[src/hw/rtl/tds_pkg.sv]
`timescale 1ns / 1ps
package tds_pkg;

  localparam int unsigned DIGITS = 4;
  localparam int unsigned DIG_W  = $clog2(DIGITS);

  typedef logic [DIG_W-1:0] dig_idx_t;

  localparam dig_idx_t DIG_FRAC  = 2'd0;
  localparam dig_idx_t DIG_UNITS = 2'd1;
  localparam dig_idx_t DIG_TENS  = 2'd2;
  localparam dig_idx_t DIG_HUND  = 2'd3;

  localparam logic REG_TICKS     = 1'b0;
  localparam logic REG_THRESHOLD = 1'b1;

  localparam logic [7:0] TICKS_RESET     = 8'd200;
  localparam logic [6:0] THRESHOLD_RESET = 7'd35;

  localparam logic [7:0] SEG_BLANK = 8'hff;
  localparam logic [7:0] SEG_MINUS = 8'hbf;
  localparam logic [7:0] SEG_POINT = 8'h7f;
  localparam logic [7:0] NEG_LIMIT = 8'h80;

  localparam logic [3:0] SEL_FRAC  = 4'he;
  localparam logic [3:0] SEL_UNITS = 4'hd;
  localparam logic [3:0] SEL_TENS  = 4'hb;
  localparam logic [3:0] SEL_HUND  = 4'h7;

  typedef struct packed {
    logic [7:0] latched_integer;
    logic [3:0] shown_fraction;
    logic [6:0] shown_magnitude;
  } disp_t;

  function automatic logic [7:0] digit_pattern(input logic [3:0] d);
    logic [7:0] p;
    unique case (d)
      4'd0:    p = 8'hc0;
      4'd1:    p = 8'hf9;
      4'd2:    p = 8'ha4;
      4'd3:    p = 8'hb0;
      4'd4:    p = 8'h99;
      4'd5:    p = 8'h92;
      4'd6:    p = 8'h82;
      4'd7:    p = 8'hf8;
      4'd8:    p = 8'h80;
      4'd9:    p = 8'h90;
      default: p = SEG_BLANK;
    endcase
    return p;
  endfunction

  function automatic logic [3:0] digit_select(input dig_idx_t idx);
    logic [3:0] s;
    unique case (idx)
      DIG_FRAC:  s = SEL_FRAC;
      DIG_UNITS: s = SEL_UNITS;
      DIG_TENS:  s = SEL_TENS;
      default:   s = SEL_HUND;
    endcase
    return s;
  endfunction

endpackage

[src/hw/rtl/tds_digit_decode.sv]
`timescale 1ns / 1ps
module tds_digit_decode (
  input  tds_pkg::dig_idx_t idx,
  input  tds_pkg::disp_t    disp,
  output logic [7:0]        segment_pattern
);
  import tds_pkg::*;

  logic [14:0] mag_prod;
  logic [3:0]  tens;
  logic [6:0]  tens_x10;
  logic [3:0]  units;
  logic [7:0]  frac_x10;
  logic        mag_small;
  logic        neg;

  // mag / 10 by reciprocal, exact for 7-bit magnitudes
  assign mag_prod  = 15'(disp.shown_magnitude) * 15'd205;
  assign tens      = mag_prod[14:11];
  assign tens_x10  = 7'({tens, 3'b000}) + 7'({tens, 1'b0});
  assign units     = 4'(disp.shown_magnitude - tens_x10);
  assign frac_x10  = 8'({disp.shown_fraction, 3'b000}) + 8'({disp.shown_fraction, 1'b0});
  assign mag_small = disp.shown_magnitude < 7'd10;
  assign neg       = disp.latched_integer > NEG_LIMIT;

  always_comb begin
    segment_pattern = SEG_BLANK;
    unique case (idx)
      DIG_FRAC: begin
        segment_pattern = digit_pattern(frac_x10[7:4]);
      end
      DIG_UNITS: begin
        segment_pattern = SEG_POINT & digit_pattern(units);
      end
      DIG_TENS: begin
        priority if (mag_small && disp.latched_integer < NEG_LIMIT) begin
          segment_pattern = SEG_BLANK;
        end else if (mag_small && neg) begin
          segment_pattern = SEG_MINUS;
        end else begin
          segment_pattern = digit_pattern(tens);
        end
      end
      default: begin
        segment_pattern = (neg && !mag_small) ? SEG_MINUS : SEG_BLANK;
      end
    endcase
  end

endmodule

[src/hw/rtl/temperature_display_scanner_core.sv]
`timescale 1ns / 1ps
// Four-digit multiplexed temperature display scanner. Each input beat is one
// scan tick carrying the sensor reading; every tick yields one output beat
// with the segment pattern and active-low digit select for the next digit in
// turn (fraction, units with point, tens, sign) plus the relay level. A new
// reading is latched every ticks_per_reading ticks and is shown on that same
// tick. One beat per cycle is sustained while out_tready is high: one output
// register holds the result; input is taken whenever it is empty or drained.
module temperature_display_scanner_core (
  input  logic        clk,
  input  logic        rst_n,
  input  logic        in_tvalid,
  output logic        in_tready,
  input  logic [15:0] in_tdata,   // reading_integer[7:0], reading_fraction[11:8]
  output logic        out_tvalid,
  input  logic        out_tready,
  output logic [15:0] out_tdata,  // segment_pattern[7:0], digit_enable[11:8], relay_level[12]
  input  logic        cfg_we,
  input  logic        cfg_index,
  input  logic [7:0]  cfg_wdata
);
  import tds_pkg::*;

  logic [7:0] ticks_per_reading_r;
  logic [6:0] relay_threshold_r;
  logic [7:0] tick_count_r, tick_count_nxt;
  dig_idx_t   digit_index_r;
  disp_t      disp_r, disp_nxt;
  logic       out_valid_r;
  logic [15:0] out_data_r, out_data_nxt;

  logic       accept;
  logic [7:0] tick_inc;
  logic       latch;
  logic [7:0] rd_int;
  logic [3:0] rd_frac;
  logic [7:0] seg;

  assign in_tready  = !out_valid_r || out_tready;
  assign accept     = in_tvalid && in_tready;
  assign out_tvalid = out_valid_r;
  assign out_tdata  = out_data_r;

  assign rd_int   = in_tdata[7:0];
  assign rd_frac  = in_tdata[11:8];
  assign tick_inc = tick_count_r + 8'd1;
  assign latch    = tick_inc >= ticks_per_reading_r;

  always_comb begin
    tick_count_nxt = latch ? 8'd0 : tick_inc;
    disp_nxt       = disp_r;
    if (latch) begin
      disp_nxt.latched_integer = rd_int;
      if (rd_int[7]) begin
        disp_nxt.shown_magnitude = 7'(~rd_int) + 7'(rd_frac == 4'd0);
        disp_nxt.shown_fraction  = 4'(~rd_frac) + 4'd1;
      end else begin
        disp_nxt.shown_magnitude = rd_int[6:0];
        disp_nxt.shown_fraction  = rd_frac;
      end
    end
  end

  tds_digit_decode u_decode (
    .idx             (digit_index_r),
    .disp            (disp_nxt),
    .segment_pattern (seg)
  );

  assign out_data_nxt = {3'b000,
                         (disp_nxt.shown_magnitude >= relay_threshold_r) ? 1'b0 : 1'b1,
                         digit_select(digit_index_r),
                         seg};

  always_ff @(posedge clk) begin
    if (!rst_n) begin
      ticks_per_reading_r <= TICKS_RESET;
      relay_threshold_r   <= THRESHOLD_RESET;
      tick_count_r        <= '0;
      digit_index_r       <= DIG_FRAC;
      disp_r              <= '0;
      out_valid_r         <= 1'b0;
    end else begin
      if (cfg_we) begin
        unique case (cfg_index)
          REG_TICKS:     ticks_per_reading_r <= cfg_wdata;
          default:       relay_threshold_r   <= cfg_wdata[6:0];
        endcase
      end
      if (accept) begin
        tick_count_r  <= tick_count_nxt;
        digit_index_r <= digit_index_r + dig_idx_t'(1);
        disp_r        <= disp_nxt;
        out_valid_r   <= 1'b1;
      end else if (out_tready) begin
        out_valid_r   <= 1'b0;
      end
    end
  end

  always_ff @(posedge clk) begin
    if (accept) begin
      out_data_r <= out_data_nxt;
    end
  end

endmodule
[config.mk]
export PLATFORM = sky130hd
export DESIGN_NAME = temperature_display_scanner_core
export DESIGN_NICKNAME = d
export VERILOG_FILES = /design/src/hw/rtl/tds_pkg.sv /design/src/hw/rtl/tds_digit_decode.sv /design/src/hw/rtl/temperature_display_scanner_core.sv
export SDC_FILE = /design/constraint.sdc
export NUM_CORES = 1
export LEC_CHECK = 0
export BUFFER_PORTS_ARGS = -buffer_cell sky130_fd_sc_hd__buf_2
export CAP_MARGIN = 20
export CORE_MARGIN = 4
export CORE_UTILIZATION = 25
export DETAILED_ROUTE_END_ITERATION = 16
export GPL_ROUTABILITY_DRIVEN = 0
export SLEW_MARGIN = 5
export SYNTH_ARGS = -nofsm -noshare
export SYNTH_HDL_FRONTEND = slang
export SYNTH_HIERARCHICAL = 1
export SYNTH_SLANG_ARGS = --single-unit
[constraint.sdc]
create_clock -name clk -period 19.1 [get_ports clk]
set_clock_uncertainty 0.05 [all_clocks]
set_input_delay 1.91 -clock clk [delete_from_list [all_inputs] [get_ports clk]]
set_output_delay 1.91 -clock clk [all_outputs]
set_load 0.1 [all_outputs]
==> reports/qor.yml, run 1 <==
rr_worst_depth: 32
wirelength_mm: 11.4
arrival_ns: 9.35
ir_drop_uv: 23.2
die_h_um: 153
r2r_end: "out_tdata[6]$_DFFE_PP_"
clkPwrFrac_pct: 44.8
synth_area_mm2: 0.00523
min_to: "disp_r[7]$_SDFFE_PN0P_"
io_buffers: 40
cts_setup_buffers: 0
drv_slew: 0
p_int_mw: 0.250
ys_seq_elements: 58
post_cts_resized: 0
synth.most_common_cell: "ha_1"
setup_tns_ns: 0
drt-pass1-iter-count: 5
leakagePower_nw: 2.77
ant_nets: 0
whs_ns: 0.394
cp_data_required_time_ns: 19.21
min_period_over_period_pct: 48.4
synth_top_area_cell: "ha_1"
globalRouteOverflowTotal: 0
grt_pass1_vias: 4085
die_w_um: 153
pwr-share-seq_pct: 38.3
switching_share_pct: 28.7
crit_slowest_cell: "a21oi_1"
core_mm2: 0.0204
synthTopCellsByCount: "76 x ha_1, 64 x nand2_1, 54 x inv_1"
power_density_mw_per_mm2: 58.9
multiInputGateArea_mm2: 0.00360
start_kind: "primary input"
worst_slack_ns: 9.85
dp_slack_ns: 9.54
dp_hpwl_mm: 8.48
synth.distinct_cells: 79
clockBufferDepth: 2
htree_levels: 3
r2r_slack_ns: 10.35
yosys-top-cells-area: "ha_1 18%, dfxtp_1 17%, edfxtp_1 7.5%"
drive_above_1_share_pct: 14.9
setup_viol: 0
diodes: 0
crit_fanout: 11
antenna_found_initial: 0
avgSynthCellArea_um2: 8.69
worst_slew_pin_slew_ns: 0.986
async_reset_ff_share_pct: 0
whs_path_depth: 2
drt-initial-drc-count: 198
seq_area_mm2: 0.00129
pin_count: 48
grtUsageTotal_pct: 10.1
clock_latency_ns: 0.33
path_class: "primary input to flop"
remaining_drc_errors: 0
cts_tree: "yes"
status: "complete, no violations"
r2r_start: "tick_count_r[0]$_SDFFE_PN0P_"
slowest_delay_ns: 0.48
worstHoldStart: "disp_r[7]$_SDFFE_PN0P_"
p_comb_share_pct: 16.9
seq_area_frac_synth_pct: 24.7
finalHoldViolCount: 0
p_switching_mw: 0.101
end_kind: "flop"
rsz0062_at_grt: "false"
cap_violations: 0
die-area_mm2: 0.0233
ys_warn_count: 6
nets: 746
worstHoldPathType: "flop to flop"
area_growth_pct: 14.0
num_vias: 4177
synth_edf_count: 13
synth_top_area_share_pct: 18.2
max_freq_ghz: 0.108
clk_pin_slew_worst_paths_ns: 0.05
wire_per_inst_um: 12.6
netlist_instances: 602
cts_sinks: 58
via_per_inst: 4.61
cts_buffers: 9
start_util_pct: 25.6
cts_root_buffer: "clkbuf_16"
min_period_ns: 9.25
num_rows: 52
cts_hold_buf: 0
crit_top_cell: "ha_1"
grt_max_degree: 60
fill_cells: 2187
grt_pass1_wl_mm: 19.6
ys.flop_type: "dfxtp_1"
max-slew-margin-rel_pct: 34.2
-- through the flow --
stage	util (%)	instances	power (mW)	instance area, µm²
final	29.2	906	0.351	5960
after global routing	29.2	906	0.366	5960
after CTS	29.2	906	0.355	5960
after detailed placement	27.7	890	0.196	5660
after global placement	27.7	890	0.196	5660
after floorplan	-	604	0.183	5240
-- placed cells by master, fill, tap and decap left out, types with 4 or more instances in the layout --
cell	n
and2_1	6
inv_1	54
a21boi_0	14
nor2b_1	5
mux2_2	10
o21ai_1	6
dfxtp_1	45
nand2b_1	9
o21ai_0	21
fa_1	9
nor3_1	9
nor2_1	27
xor2_1	9
or3_1	5
buf_2	40
a21oi_1	32
o31ai_1	6
xnor2_1	14
nand2_1	64
nand3_1	26
nand4_1	14
or2_2	4
a21o_1	5
mux2i_1	11
a211oi_1	4
ha_1	76
o211a_1	11
o21a_1	7
edfxtp_1	13
o211ai_1	7
clkbuf_16	10
-- layout make-up --
| type | count | area share (%) |
|---|---|---|
| multi-input combinational | 462 | 60.4 |
| tap | 270 | 5.67 |
| sequential | 58 | 21.7 |
| inverter | 57 | 3.59 |
| clock buffer | 15 | 4.85 |
| timing repair buffer | 43 | 3.74 |
| clock inverter | 1 | 0.0840 |
-- cell families after synthesis --
logic type | Yosys count | synth area share, %
buf+inv | 84 | 6.80
mux | 22 | 4.55
compound gates | 134 | 18.1
flops | 58 | 24.7
xor+xnor | 27 | 5.31
other cells | 1 | 0.0717
fa+ha+maj | 86 | 21.8
simple gates | 190 | 18.6
-- per-layer routing --
layer  global-route usage (%)  wire length, µm  vias up
li1                         -                -     2177
met1                     13.3             5620     1922
met2                     16.3             5210       61
met3                     1.99              354       17
met4                     4.12              234        0
met5                        0                0        -
-- worst max-delay path: cells and delay by family --
family | cells | cell delay (ns)
mux | 1 | 0.21
fa+ha+maj | 9 | 2.79
xor+xnor | 3 | 0.96
buf+inv | 7 | 0.79
simple gates | 6 | 1.10
compound gates | 6 | 1.61
-- worst max-delay path by stage --
stage                      startpoint                endpoint  cells after the start
after floorplan           in_tdata[8]  out_tdata[6]$_DFFE_PP_                     30
after global placement    in_tdata[8]  out_tdata[6]$_DFFE_PP_                     32
after detailed placement  in_tdata[8]  out_tdata[6]$_DFFE_PP_                     32
after CTS                 in_tdata[8]  out_tdata[6]$_DFFE_PP_                     32
after global routing      in_tdata[8]  out_tdata[6]$_DFFE_PP_                     32
final                     in_tdata[8]  out_tdata[6]$_DFFE_PP_                     32
-- flip-flops by register name, indices dropped and copies added, names as in the netlist --
signal / cells
out_tdata: 13
out_tvalid: 1
ticks_per_reading_r: 8
digit_index_r: 2
disp_r: 19
relay_threshold_r: 7
tick_count_r: 8
-- power groups by stage --
stage               clock (mW)  combinational, mW  sequential (mW)
global placement             0             0.0590            0.137
global route             0.166             0.0650            0.135
detailed placement           0             0.0595            0.137
CTS                      0.161             0.0597            0.134
floorplan                    0             0.0315            0.152
finish                   0.157             0.0592            0.134
No activity file was read; power rests on OpenSTA's default activity.
==> run 2, diff against run 1 <==
clock period = 7.8 ns   (was 19.1 ns; I/O delays follow)
==> run 2 against run 1 <==
Net effect:
- hold slack improved by 0.0085 ns
- largest power group unchanged
- sequential cell count unchanged
- final cell count increased by 0.99%
- count of clock-buffer cells in the layout decreased by 2
- core utilization increased by 0.61 points
- worst setup slack got worse by 9.2 ns
- total power increased by 150%
- sequential power increased by 150%
- die area unchanged
- critical path depth unchanged
==> reports/qor.yml, run 2 (synthesized netlist as in run 1, its figures left out) <==
path_class: "flop to flop"
start_kind: "flop"
grtUsageTotal_pct: 10.3
die-area_mm2: 0.0233
drive_above_1_share_pct: 16.7
crit_fanout: 30
p_int_mw: 0.622
rr_worst_depth: 32
rsz0062_at_grt: "false"
ir_drop_uv: 68.1
leakagePower_nw: 2.84
nets: 755
final_cells: 915
pwr-share-seq_pct: 37.6
fill_cells: 2181
die_h_um: 153
min_to: "disp_r[12]$_SDFFE_PN0P_"
grt_pass1_vias: 4103
r2r_slack_ns: 0.65
slowest_delay_ns: 0.42
power_density_mw_per_mm2: 144
crit_top_cell: "ha_1"
arrival_ns: 7.25
drt-pass1-iter-count: 4
num_vias: 4262
place_area_mm2: 0.00573
final_common_cell: "ha_1"
largest_register_ffs: 19
cts_root_buffer: "clkbuf_16"
clock_latency_ns: 0.33
max_freq_ghz: 0.140
worstHoldPathType: "flop to flop"
clockBufferDepth: 2
clk_pin_slew_worst_paths_ns: 0.05
pin_count: 48
mostFrequentLayoutCells: "76 x ha_1, 64 x nand2_1, 54 x inv_1"
grt_max_degree: 60
cap_violations: 0
cts_hold_buf: 0
regMostFlops: "disp_r"
whs_path_depth: 2
final_area_mm2: 0.00608
r2r_start: "tick_count_r[0]$_SDFFE_PN0P_"
io_buffers: 40
cts_tree: "yes"
setup_tns_ns: 0
globalRouteOverflowTotal: 0
wirelength_mm: 11.8
worstHoldStart: "disp_r[12]$_SDFFE_PN0P_"
r2r_end: "out_tdata[6]$_DFFE_PP_"
diodes: 0
fin_util_pct: 29.8
min_period_over_period_pct: 91.7
drv_slew: 0
p_comb_share_pct: 16.7
cts_sinks: 58
dp_hpwl_mm: 8.70
remaining_drc_errors: 0
dp.cells: 897
ant_nets: 0
setup_viol: 0
antenna_found_initial: 0
finalHoldViolCount: 0
start_util_pct: 25.6
min_period_ns: 7.15
grt_pass1_wl_mm: 20.1
end_kind: "flop"
max-slew-margin-rel_pct: 33.6
worst_slew_pin_slew_ns: 0.997
clkPwrFrac_pct: 45.7
drt-initial-drc-count: 228
die_w_um: 153
htree_levels: 3
area_growth_pct: 16.3
switching_share_pct: 29.0
via_per_inst: 4.66
status: "complete, no violations"
cts_buffers: 9
cp_data_required_time_ns: 7.90
crit_slowest_cell: "dfxtp_1"
core_mm2: 0.0204
num_rows: 52
wire_per_inst_um: 12.9
p_switching_mw: 0.254
## run 2: changes by cell type in the layout (fill, tap and decap cells not counted), sizes merged
cell	before	now
buf	43	51
clkinv	2	4
clkbuf	15	14
## run 2: critical path, delay by kind of cell (launching register included)
kind | cells | cell delay [ns]
buffers and inverters | 6 | 0.73
and+or+nand+nor | 8 | 1.06
DFF | 1 | 0.42
adders and majority gates | 8 | 2.65
AOI/OAI and AO/OA | 6 | 1.31
xor gates and xnor gates | 3 | 0.49
muxes | 1 | 0.20
## run 2: cell type report
cell class	count	area, µm²	area share [%]
multi-input cells	462	3610	59.3
flip-flops and latches	58	1290	21.2
well taps	270	338	5.55
repair buffers	52	320	5.27
clock buffers	13	292	4.79
inverters	57	214	3.52
clock inverters	3	18.8	0.309
## run 2: power groups by stage
| stage | Combinational (mW) | Sequential (mW) | Clock [mW] |
|---|---|---|---|
| 2_1_floorplan | 0.0771 | 0.372 | 0 |
| 3_3_place_gp | 0.146 | 0.335 | 0 |
| 3_5_place_dp | 0.147 | 0.335 | 0 |
| 4_1_cts | 0.148 | 0.329 | 0.410 |
| 5_1_grt | 0.161 | 0.331 | 0.425 |
| 6_report | 0.147 | 0.329 | 0.400 |
## run 2: stage by stage
step | hold WS (ns) | setup WS [ns] | total power, mW
floorplan | 0.376 | 0.196 | 0.449
global placement | 0.384 | 0.452 | 0.481
detailed placement | 0.393 | 0.433 | 0.483
CTS | 0.401 | 0.468 | 0.887
global route | 0.426 | 0.0452 | 0.916
finish | 0.402 | 0.650 | 0.876
## run 2: worst max-delay path by stage
stage                            startpoint                endpoint  slack [ns]  depth (start not counted)
6_report       tick_count_r[0]$_SDFFE_PN0P_  out_tdata[6]$_DFFE_PP_        0.65                         32
5_1_grt        tick_count_r[0]$_SDFFE_PN0P_  out_tdata[6]$_DFFE_PP_        0.05                         32
4_1_cts        tick_count_r[0]$_SDFFE_PN0P_  out_tdata[6]$_DFFE_PP_        0.47                         32
3_5_place_dp                    in_tdata[8]  out_tdata[6]$_DFFE_PP_        0.43                         30
3_3_place_gp                    in_tdata[8]  out_tdata[6]$_DFFE_PP_        0.45                         30
2_1_floorplan  tick_count_r[0]$_SDFFE_PN0P_  out_tdata[6]$_DFFE_PP_        0.20                         34
## run 2: timing repair
action / in CTS / in global routing
endpoints found under the setup margin: 0 / 3
buffers inserted: 0 / 1
gates resized for setup: 0 / 2
endpoints found under the hold margin: 0 / 0
## run 2: metal layers
metal  track usage (%)  vias to the layer above  routed length, µm  share of wire, %
li1                  -                     2189                  -                 -
met1              13.7                     2013               5630                48
met2              16.7                       45               5660                48
met3              1.99                       15                322               2.7
met4              3.44                        0                187               1.6
met5                 0                        -                  0                 0
==> run 3, diff against run 2 <==
PLACE_DENSITY_LB_ADDON = 0.2   (was default)
==> run 3 against run 2 <==
Net effect:
- die area stayed put
- largest power group unchanged
- critical path type unchanged
- hold slack worse by 0.0085 ns
- final cell count unchanged
- register-to-register slack lost 0.08 ns
- first-iteration DRC count increased by 4.8%
==> reports/qor.yml, run 3 (synthesized netlist as in run 1, its figures left out) <==
drt-pass1-iter-count: 4
leakagePower_nw: 2.81
drive_above_1_share_pct: 16.4
diodes: 0
p_int_mw: 0.605
r2r_slack_ns: 0.57
fin_total_pwr_mw: 0.859
pwr-share-seq_pct: 38.4
cp_data_required_time_ns: 7.82
slowest_delay_ns: 0.54
rr_worst_depth: 30
clkPwrFrac_pct: 44.6
worst_slew_pin_slew_ns: 0.995
htree_levels: 3
die_w_um: 153
antenna_found_initial: 0
p_comb_share_pct: 17.1
r2r_end: "out_tdata[6]$_DFFE_PP_"
crit_slowest_cell: "fa_1"
min_period_over_period_pct: 92.7
p_switching_mw: 0.253
regMostFlops: "disp_r"
grtUsageTotal_pct: 10.6
setup_viol: 0
start_util_pct: 25.6
cts_sinks: 58
cts_hold_buf: 0
pin_count: 48
die-area_mm2: 0.0233
final_cells: 915
rsz0062_at_grt: "false"
switching_share_pct: 29.5
worstHoldPathType: "flop to flop"
end_kind: "flop"
status: "complete, no violations"
num_vias: 4223
power_density_mw_per_mm2: 142
worstHoldStart: "disp_r[7]$_SDFFE_PN0P_"
min_to: "disp_r[7]$_SDFFE_PN0P_"
fin_util_pct: 29.5
crit_top_cell: "ha_1"
setup_tns_ns: 0
max-slew-margin-rel_pct: 33.7
arrival_ns: 7.25
nets: 755
drv_slew: 0
final_common_cell: "ha_1"
grt_max_degree: 59
start_kind: "flop"
core_mm2: 0.0204
ir_drop_uv: 71.7
clockBufferDepth: 2
cts_buffers: 9
ant_nets: 0
globalRouteOverflowTotal: 0
io_buffers: 40
area_growth_pct: 15.4
drt-initial-drc-count: 239
dp_hpwl_mm: 9.26
cts_tree: "yes"
path_class: "flop to flop"
clk_pin_slew_worst_paths_ns: 0.05
wire_per_inst_um: 13.2
die_h_um: 153
whs_ns: 0.394
cts_root_buffer: "clkbuf_16"
whs_path_depth: 2
max_freq_ghz: 0.138
fill_cells: 2170
grt_pass1_wl_mm: 20.5
largest_register_ffs: 19
crit_fanout: 27
num_rows: 52
mostFrequentLayoutCells: "76 x ha_1, 64 x nand2_1, 54 x inv_1"
grt_pass1_vias: 4136
dp.cells: 899
wirelength_mm: 12.1
clock_latency_ns: 0.33
cap_violations: 0
via_per_inst: 4.62
r2r_start: "tick_count_r[0]$_SDFFE_PN0P_"
remaining_drc_errors: 0
min_period_ns: 7.23
finalHoldViolCount: 0
[run 3: cell types whose count changed in the layout (fill, tap and decap cells not counted), sizes merged]
cell | previous run | this run
clkinv | 4 | 3
buf | 51 | 52
clkbuf | 14 | 13
clkinvlp | 0 | 1
[run 3: worst max-delay path by stage]
stage               cells past startpoint                endpoint                          from  slack (ns)
global placement                       30  out_tdata[6]$_DFFE_PP_                   in_tdata[8]        0.55
detailed placement                     30  out_tdata[6]$_DFFE_PP_                   in_tdata[8]        0.51
CTS                                    30  out_tdata[6]$_DFFE_PP_  tick_count_r[0]$_SDFFE_PN0P_        0.56
finish                                 30  out_tdata[6]$_DFFE_PP_  tick_count_r[0]$_SDFFE_PN0P_        0.57
global route                           30  out_tdata[6]$_DFFE_PP_  tick_count_r[0]$_SDFFE_PN0P_        0.01
floorplan                              34  out_tdata[6]$_DFFE_PP_  tick_count_r[0]$_SDFFE_PN0P_        0.20
[run 3: critical path, delay by kind of cell (launching register included)]
kind,cells,cell delay [ns]
muxes,1,0.09
and+or+nand+nor,8,1.43
DFF,1,0.43
buffers and inverters,5,0.70
adders and majority gates,9,3.01
AOI/OAI and AO/OA,6,1.12
xor gates and xnor gates,1,0.11
[run 3: through the flow]
stage	area [µm²]	setup slack, ns
3_5_place_dp	5730	0.511
6_report	6030	0.569
2_1_floorplan	5240	0.196
3_3_place_gp	5730	0.549
4_1_cts	6020	0.559
5_1_grt	6030	0.0148
[run 3: what timing repair did]
| action | in CTS | in global routing |
|---|---|---|
| endpoints found under the setup margin | 0 | 1 |
| resized for setup | 0 | 2 |
| setup buffers | 0 | 0 |
[run 3: final cells by class]
| cell class | count | area (µm²) | area share [%] |
|---|---|---|---|
| Inverter | 57 | 214 | 3.55 |
| Tap cell | 270 | 338 | 5.60 |
| Timing Repair Buffer | 52 | 290 | 4.81 |
| Sequential cell | 58 | 1290 | 21.4 |
| Clock inverter | 3 | 21.3 | 0.353 |
| Multi-Input combinational cell | 462 | 3610 | 59.8 |
| Clock buffer | 13 | 272 | 4.50 |
[run 3: power by group through the flow]
stage,clock (mW),combinational (mW),sequential (mW)
6_report,0.383,0.147,0.329
5_1_grt,0.408,0.161,0.331
4_1_cts,0.395,0.148,0.330
3_5_place_dp,0,0.148,0.336
3_3_place_gp,0,0.146,0.335
2_1_floorplan,0,0.0771,0.372
[run 3: layer usage]
layer / up-vias / share of wire, % / routed length [µm] / track usage, %
met5: - / 0 / 0 / 0
met3: 13 / 3.2 / 387 / 2.30
li1: 2186 / - / - / -
met1: 1975 / 49 / 5860 / 13.7
met4: 0 / 1.7 / 201 / 3.99
met2: 49 / 46 / 5600 / 17.3
